## config.mk

```make
export PLATFORM = sky130hd
export DESIGN_NAME = ldps_front
export DESIGN_NICKNAME = d
export VERILOG_FILES = /design/src/sv/ldps_pkg.sv /design/src/sv/ldps_front.sv
export SDC_FILE = /design/constraint.sdc
export NUM_CORES = 1
export LEC_CHECK = 0
export ABC_AREA = 0
export BUFFER_PORTS_ARGS = -buffer_cell sky130_fd_sc_hd__buf_2
export CAP_MARGIN = 0
export CORE_MARGIN = 5
export CORE_UTILIZATION = 44
export CTS_CLUSTER_DIAMETER = 120
export DETAILED_ROUTE_END_ITERATION = 10
export GPL_TIMING_DRIVEN = 1
export PLACE_DENSITY = 0.76
export SYNTH_ARGS = -nofsm -noshare
export SYNTH_HDL_FRONTEND = slang
export SYNTH_SLANG_ARGS = --single-unit
```

## constraint.sdc

```tcl
create_clock -name clk_i -period 2.4 [get_ports clk_i]
set_input_delay 0.36 -clock clk_i [delete_from_list [all_inputs] [get_ports clk_i]]
set_output_delay 0.36 -clock clk_i [all_outputs]
set_load 0.005 [all_outputs]
```

## src/sv/ldps_pkg.sv

```systemverilog
// Shared types and constants for the positive linear Diophantine solver.
`default_nettype none
package ldps_pkg;

  localparam int unsigned AmountW = 31;
  localparam int unsigned CoefW   = 16;
  localparam int unsigned ScaleW  = 20;
  localparam int unsigned RValW   = 40;
  localparam int unsigned SValW   = 53;
  localparam int unsigned DivW    = 32;
  localparam int unsigned CfgIdxW = 2;

  localparam logic [CfgIdxW-1:0] REG_COEF_X = 2'd0;
  localparam logic [CfgIdxW-1:0] REG_COEF_Y = 2'd1;
  localparam logic [CfgIdxW-1:0] REG_SCALE  = 2'd2;

  localparam logic CMD_PREPARE = 1'b0;
  localparam logic CMD_SOLVE   = 1'b1;

  typedef enum logic [1:0] {
    STATUS_OK           = 2'd0,
    STATUS_NO_SOLUTION  = 2'd1,
    STATUS_TOO_LARGE    = 2'd2,
    STATUS_NOT_PREPARED = 2'd3
  } status_e;

  typedef enum logic [1:0] {
    CLS_PREP     = 2'd0,
    CLS_PREP_BAD = 2'd1,
    CLS_SOLVE    = 2'd2
  } cls_e;

  typedef struct packed {
    cls_e               cls;
    logic [AmountW-1:0] amount;
  } q_entry_t;

  typedef enum logic [3:0] {
    ST_IDLE,
    ST_GCD_CHK,
    ST_GCD_DIV,
    ST_DIV_B,
    ST_DIV_A,
    ST_DIV_AM,
    ST_FILL,
    ST_DIV_C,
    ST_DIV_IDX,
    ST_RD,
    ST_AR,
    ST_SUB,
    ST_DIV_S,
    ST_SCL,
    ST_OUT
  } back_state_e;

endpackage
`default_nettype wire

```

## src/sv/ldps_front.sv

```systemverilog
// Input acceptance, command classification and a two-entry queue to the back end.
`default_nettype none
module ldps_front (
  input  wire logic                         clk_i,
  input  wire logic                         rst_ni,
  input  wire logic                         in_valid_i,
  output logic                              in_ready_o,
  input  wire logic                         cmd_i,
  input  wire logic [ldps_pkg::AmountW-1:0] amount_i,
  input  wire logic [ldps_pkg::CoefW-1:0]   coef_x_i,
  input  wire logic [ldps_pkg::CoefW-1:0]   coef_y_i,
  output logic                              q_valid_o,
  output ldps_pkg::q_entry_t                q_head_o,
  input  wire logic                         q_pop_i
);

  ldps_pkg::q_entry_t entry_q [2];
  ldps_pkg::q_entry_t new_entry;
  logic       wr_ptr_q, rd_ptr_q;
  logic [1:0] count_q;
  logic       push;

  always_comb begin
    new_entry.amount = amount_i;
    if (cmd_i == ldps_pkg::CMD_SOLVE) begin
      new_entry.cls = ldps_pkg::CLS_SOLVE;
    end else if (coef_x_i == '0 || coef_y_i == '0) begin
      new_entry.cls = ldps_pkg::CLS_PREP_BAD;
    end else begin
      new_entry.cls = ldps_pkg::CLS_PREP;
    end
  end

  assign in_ready_o = (count_q != 2'd2);
  assign push       = in_valid_i && in_ready_o;
  assign q_valid_o  = (count_q != 2'd0);
  assign q_head_o   = entry_q[rd_ptr_q];

  always_ff @(posedge clk_i or negedge rst_ni) begin
    if (!rst_ni) begin
      wr_ptr_q <= 1'b0;
      rd_ptr_q <= 1'b0;
      count_q  <= 2'd0;
    end else begin
      if (push) begin
        wr_ptr_q <= ~wr_ptr_q;
      end
      if (q_pop_i) begin
        rd_ptr_q <= ~rd_ptr_q;
      end
      count_q <= count_q + {1'b0, push} - {1'b0, q_pop_i};
    end
  end

  always_ff @(posedge clk_i) begin
    if (push) begin
      entry_q[wr_ptr_q] <= new_entry;
    end
  end

endmodule
`default_nettype wire

```

==> results.yml, run 1 <==
outcome:
  outcome: "finished clean"
cells_and_area:
  nFillCells: 495
  final_cells: 327
  drive_gt1_share_pct: 62.0
  nNetsFinal: 314
  n_antenna_cell: 0
  area_growth_syn_to_layout_pct: 31.8
cts:
  cts_buffer_depth: 2
  worstSkewPairLatency_ns: 0.33
  htree_levels: 3
  cts_tree: "yes"
  cts_resized: 0
  clk_pin_slew_ns: 0.07
  cts_setup_buffers: 0
  ctsHoldBuffers: 1
  cts-root-buf: "clkbuf_8"
  cts_buffers: 9
  clock_sinks: 70
timing:
  finalSetupViolCount: 0
  finClkSkew_ns: 0.00777
  rsz0062_at_grt: "no"
  tns_ns: 0
  finalHoldViolations: 0
  period_share_pct: 88.1
  period_needed_ns: 2.11
  fmax_mhz: 473
  drv_slew: 0
  maxSlewHeadroom_pct: 65.2
  max_slew.worst_pin.slew_ns: 0.522
die:
  fp-row-count: 29
  dieArea_sq_mm: 0.00801
  die_h_microns: 89.5
  ios: 103
  die_x_microns: 89.5
  start_util_pct: 44.5
  coreArea_sq_mm: 0.00624
drt:
  drc_errors: 0
  vias: 1575
  routed_wl_microns: 5290
  drtIter0Drc: 52
  ant_nets: 0
  routed_via_density: 4.82
  drtPass1Iterations: 4
  avgRoutedWirePerCell_microns: 16.2
pwr:
  p_int_mw: 3.09
  power_density_mw_per_mm2: 1140
  combPwrFrac_pct: 29.7
  p_sw_share_pct: 25.9
  p_switching_mw: 1.08
  clkPwrFrac_pct: 26.3
  p_leak_nw: 1.52
  ir_drop_mv: 0.629
  pwr-share-seq_pct: 44.0
logic_synthesis:
  ys_types: 19
  ys.flop_type: "edfxtp_1"
  yosys-top-cells-count: "edfxtp_1, mux2_4, nor4_1"
  syn-num-nets: 200
  yosys_register_bits: 70
  syn_avg_cell_area_sq_um: 21.2
  netlist_top_cells_area: "edfxtp_1, mux2_4, dfrtp_1, nor4_1, buf_6"
  ys_async_sr_fraction_pct: 5.71
  yosysTopAreaCellShare_pct: 71.3
  yosysMostFrequentCell: "edfxtp_1"
  synth.largest_area_cell: "edfxtp_1"
  synth_cells: 131
  yosys_warnings: 0
  syn_area_sq_mm: 0.00278
  synth_seq_area_share_pct: 74.9
  synth-edff-count: 66
critical_path:
  worst_ep_arrival_time_ns: 1.75
  critical_path.endpoint_type: "output port"
  crit_type: "reg -> out"
  cp-start-kind: "register"
  required_ns: 2.04
  worstPathCellList: "buf_12, mux2_4, buf_2"
  cp_max_fo: 18
  cpMaxStageDelayCell: "dfrtp_2"
  cpPeakStageDelay_ns: 0.70
global_routing:
  grt_pass1_wl_microns: 8160
  grt_max_degree: 21
  grt_antenna_before_repair: 0
  track_usage_pct: 14.3
  grt_overflow_total: 0
  grt_pass1_vias: 1793
hold_path:
  hp-class: "in -> reg"
job:
  maxCapViolCount: 0
placed_design:
  hpwl_microns: 3970
  place.port_buffers: 102
  routabilityCongestion: 0.805
  dpl.cell_count: 310
==> metrics by stage <==
step	setup WS, ns	area, sq um	power [mW]	hold WS (ns)	utilization [%]
6_report	0.285	3660	4.17	0.212	58.7
5_1_grt	0.182	3660	4.40	0.182	58.7
4_1_cts	0.255	3660	4.24	0.196	58.7
3_5_place_dp	0.615	3420	3.13	0.177	54.8
3_3_place_gp	0.629	3420	3.10	0.174	54.8
2_1_floorplan	0.470	2780	2.63	0.0644	-
==> critical path, delay by kind of cell (launching register included) <==
kind / cells / cell delay [ns]
flip-flops: 1 / 0.70
buffers and inverters: 2 / 0.38
multiplexers: 1 / 0.32
==> per-layer routing <==
metal / part of all wire [%] / track usage [%]
met5: 0 / 0
met4: 1.5 / 5.68
met3: 7.5 / 5.16
met2: 52 / 24.3
met1: 39 / 16.4
==> flip-flops by register name, indices dropped and copies added (netlist names) <==
| signal | cells |
|---|---|
| count_q | 2 |
| entry_q | 66 |
| rd_ptr_q | 1 |
| wr_ptr_q | 1 |
==> power by group through the flow <==
stage                     Clock, mW  Combinational, mW  Sequential, mW
after floorplan                   0              0.859            1.77
after global placement            0               1.25            1.85
after detailed placement          0               1.26            1.87
after CTS                      1.12               1.27            1.84
after global routing           1.18               1.34            1.88
final                          1.10               1.24            1.84
==> path summary, 6_finish.rpt <==
kind	from	end	slack, ns	cells after the start
min in group asynchronous	rst_ni	count_q[0]	0.36	2
hold / removal	amount_i[1]	entry_q[0][1]	0.21	1
max in group asynchronous	rst_ni	rd_ptr_q	1.90	2
setup / recovery	rd_ptr_q	q_head_o[29]	0.29	3
setup reg to reg	count_q[1]	entry_q[0][3]	0.82	4
hold reg to reg	count_q[0]	count_q[0]	0.55	1
==> logic make-up (layout without fill, tap and decap cells) <==
logic type / Yosys count / after routing / synth area share [%]
adder cells (fa/ha/maj): 1 / 1 / 0.450
flip-flops: 70 / 70 / 74.9
AO/OA/AOI/OAI: 3 / 3 / 0.855
AND/OR/NAND/NOR: 16 / 16 / 3.65
buffers and inverters: 4 / 123 / 1.62
XOR/XNOR: 4 / 4 / 1.26
multiplexers: 33 / 33 / 17.3
==> cell usage in the layout (no fill, tap or decap), types with 3 or more instances in the layout <==
master       n
buf_2      102
edfxtp_1    66
mux2_4      29
clkbuf_8     9
nor4_1       8
mux2_1       4
xnor2_1      3
bufinv_16    3
dfrtp_1      3
buf_12       3
==> area by class of cell <==
type | instances | area, sq um | share of cell area [%]
clock buffers | 9 | 124 | 3.38
well taps | 77 | 96.3 | 2.63
multi-input cells | 57 | 662 | 18.1
clock inverters | 7 | 111 | 3.04
flip-flops and latches | 70 | 2080 | 56.8
repair buffers | 107 | 588 | 16.0
Note: power is estimated with default switching activity, not from simulation.
==> run 2: changes to the inputs <==
==> constraint.sdc (replaced) <==
create_clock -name clk_i -period 2.4 [get_ports clk_i]
set_input_delay 0.48 -clock clk_i [delete_from_list [all_inputs] [get_ports clk_i]]
set_output_delay 0.48 -clock clk_i [all_outputs]
set_load 0.005 [all_outputs]
==> run 2 against run 1 <==
  * Worst setup slack got worse by 0.10 ns
  * Via count fell by 0.13%
  * Clock skew rose by 0.0039 ns
  * Wire length fell by 5.0%
  * Clock-buffer cell count did not move
  * Die area did not move
  * Final area fell by 2.1%
  * Largest cell class unchanged
  * Final cell count fell by 0.31%
  * Fmax fell by 4.6%
  * Sequential power barely moved
  * Global-route usage fell by 0.77 points
  * Highest routed layer unchanged
  * Combinational power barely moved
==> results.yml, run 2 (synthesis gave the netlist of run 1 again) <==
cells_and_area:
  area_growth_syn_to_layout_pct: 29.0
  drive_gt1_share_pct: 62.2
  top_register: "entry_q"
  final_common_cell: "buf_2"
  final_util_pct: 57.5
  final_cells: 326
  nNetsFinal: 313
  n_antenna_cell: 0
  most-common-layout-cells: "buf_2, edfxtp_1, mux2_4"
  reg_top3: "entry_q (66), count_q (2)"
  largest_reg_flops: 66
  final_cell_area_sq_mm: 0.00359
timing:
  drv_slew: 0
  tns_ns: 0
  fmax_mhz: 451
  finalSetupViolCount: 0
  period_needed_ns: 2.22
  finalHoldViolations: 0
  period_share_pct: 92.4
  rsz0062_at_grt: "no"
  finClkSkew_ns: 0.0117
  maxSlewHeadroom_pct: 65.5
  max_slew.worst_pin.slew_ns: 0.517
global_routing:
  track_usage_pct: 13.5
  grt_overflow_total: 0
  grt_pass1_wl_microns: 7660
  grt_antenna_before_repair: 0
  grt_pass1_vias: 1673
  grt_max_degree: 22
drt:
  routed_via_density: 4.83
  avgRoutedWirePerCell_microns: 15.4
  vias: 1573
  drtPass1Iterations: 2
  ant_nets: 0
  routed_wl_microns: 5020
  drtIter0Drc: 45
  drc_errors: 0
die:
  die_x_microns: 89.5
  die_h_microns: 89.5
  start_util_pct: 44.5
  coreArea_sq_mm: 0.00624
  ios: 103
  fp-row-count: 29
  dieArea_sq_mm: 0.00801
outcome:
  outcome: "finished clean"
cts:
  cts-root-buf: "clkbuf_8"
  cts_setup_buffers: 0
  clk_pin_slew_ns: 0.07
  htree_levels: 3
  cts_buffer_depth: 2
  cts_tree: "yes"
  worstSkewPairLatency_ns: 0.33
  cts_resized: 0
  ctsHoldBuffers: 1
  cts_buffers: 9
  clock_sinks: 70
pwr:
  ir_drop_mv: 0.719
  p_leak_nw: 1.49
  p_sw_share_pct: 27.6
  pwr-share-seq_pct: 47.9
  power_density_mw_per_mm2: 1060
  clkPwrFrac_pct: 20.1
  combPwrFrac_pct: 32.0
  p_switching_mw: 1.05
  p_int_mw: 2.77
  power_mw: 3.82
critical_path:
  crit_type: "reg -> out"
  critical_path.endpoint_type: "output port"
  worst_ep_arrival_time_ns: 1.74
  required_ns: 1.92
  cp-start-kind: "register"
  cp_max_fo: 18
placed_design:
  place.port_buffers: 102
  dpl_cell_area_sq_mm: 0.00341
  dpl.cell_count: 309
  routabilityCongestion: 0.799
  hpwl_microns: 3820
hold_path:
  hp-class: "in -> reg"
job:
  maxCapViolCount: 0
[run 2: changes by cell type in the layout (fill, tap and decap cells not counted)]
cell,change
buf_4,-1
bufinv_16,-3
clkinv_4,+2
inv_6,-1
clkinv_2,+3
clkinv_1,-1
[run 2: path summary, 6_finish.rpt]
check	from	endpoint	slack [ns]	depth (start not counted)
min	amount_i[26]	entry_q[1][26]	0.34	1
max reg2reg	count_q[1]	entry_q[0][15]	0.73	4
min reg2reg	count_q[0]	count_q[0]	0.55	1
max in group asynchronous	rst_ni	rd_ptr_q	1.76	2
max	rd_ptr_q	q_head_o[29]	0.18	3
min in group asynchronous	rst_ni	count_q[0]	0.50	2
[run 2: critical path: stages, from the launching register on]
cell and delay (ns):
dfrtp_2 0.70, buf_12 0.26, mux2_4 0.32, buf_2 0.13
[run 2: layout make-up]
cell class	count	area, sq um
clock inverter	7	41.3
timing repair buffer	106	581
sequential	70	2080
tap	77	96.3
fill	505	2650
clock buffer	9	124
multi-input combinational	57	662
[run 2: per-stage QoR]
| step | worst slack, ns | hold slack [ns] |
|---|---|---|
| after floorplan | 0.470 | 0.184 |
| after global placement | 0.524 | 0.297 |
| after detailed placement | 0.501 | 0.297 |
| after CTS | 0.132 | 0.320 |
| after global routing | 0.0736 | 0.310 |
| final | 0.183 | 0.339 |
[run 2: power groups by stage]
stage	Combinational (mW)	Clock (mW)	Sequential [mW]
after floorplan	0.859	0	1.77
after global placement	1.24	0	1.85
after detailed placement	1.26	0	1.86
after CTS	1.26	0.792	1.84
after global routing	1.33	0.854	1.86
final	1.22	0.767	1.83
[run 2: metal layers]
metal / track usage, % / wire [microns] / up-vias
li1: - / - / 745
met1: 14.6 / 1830 / 743
met2: 22.8 / 2660 / 75
met3: 4.42 / 429 / 10
met4: 8.39 / 110 / 0
met5: 0 / 0 / -
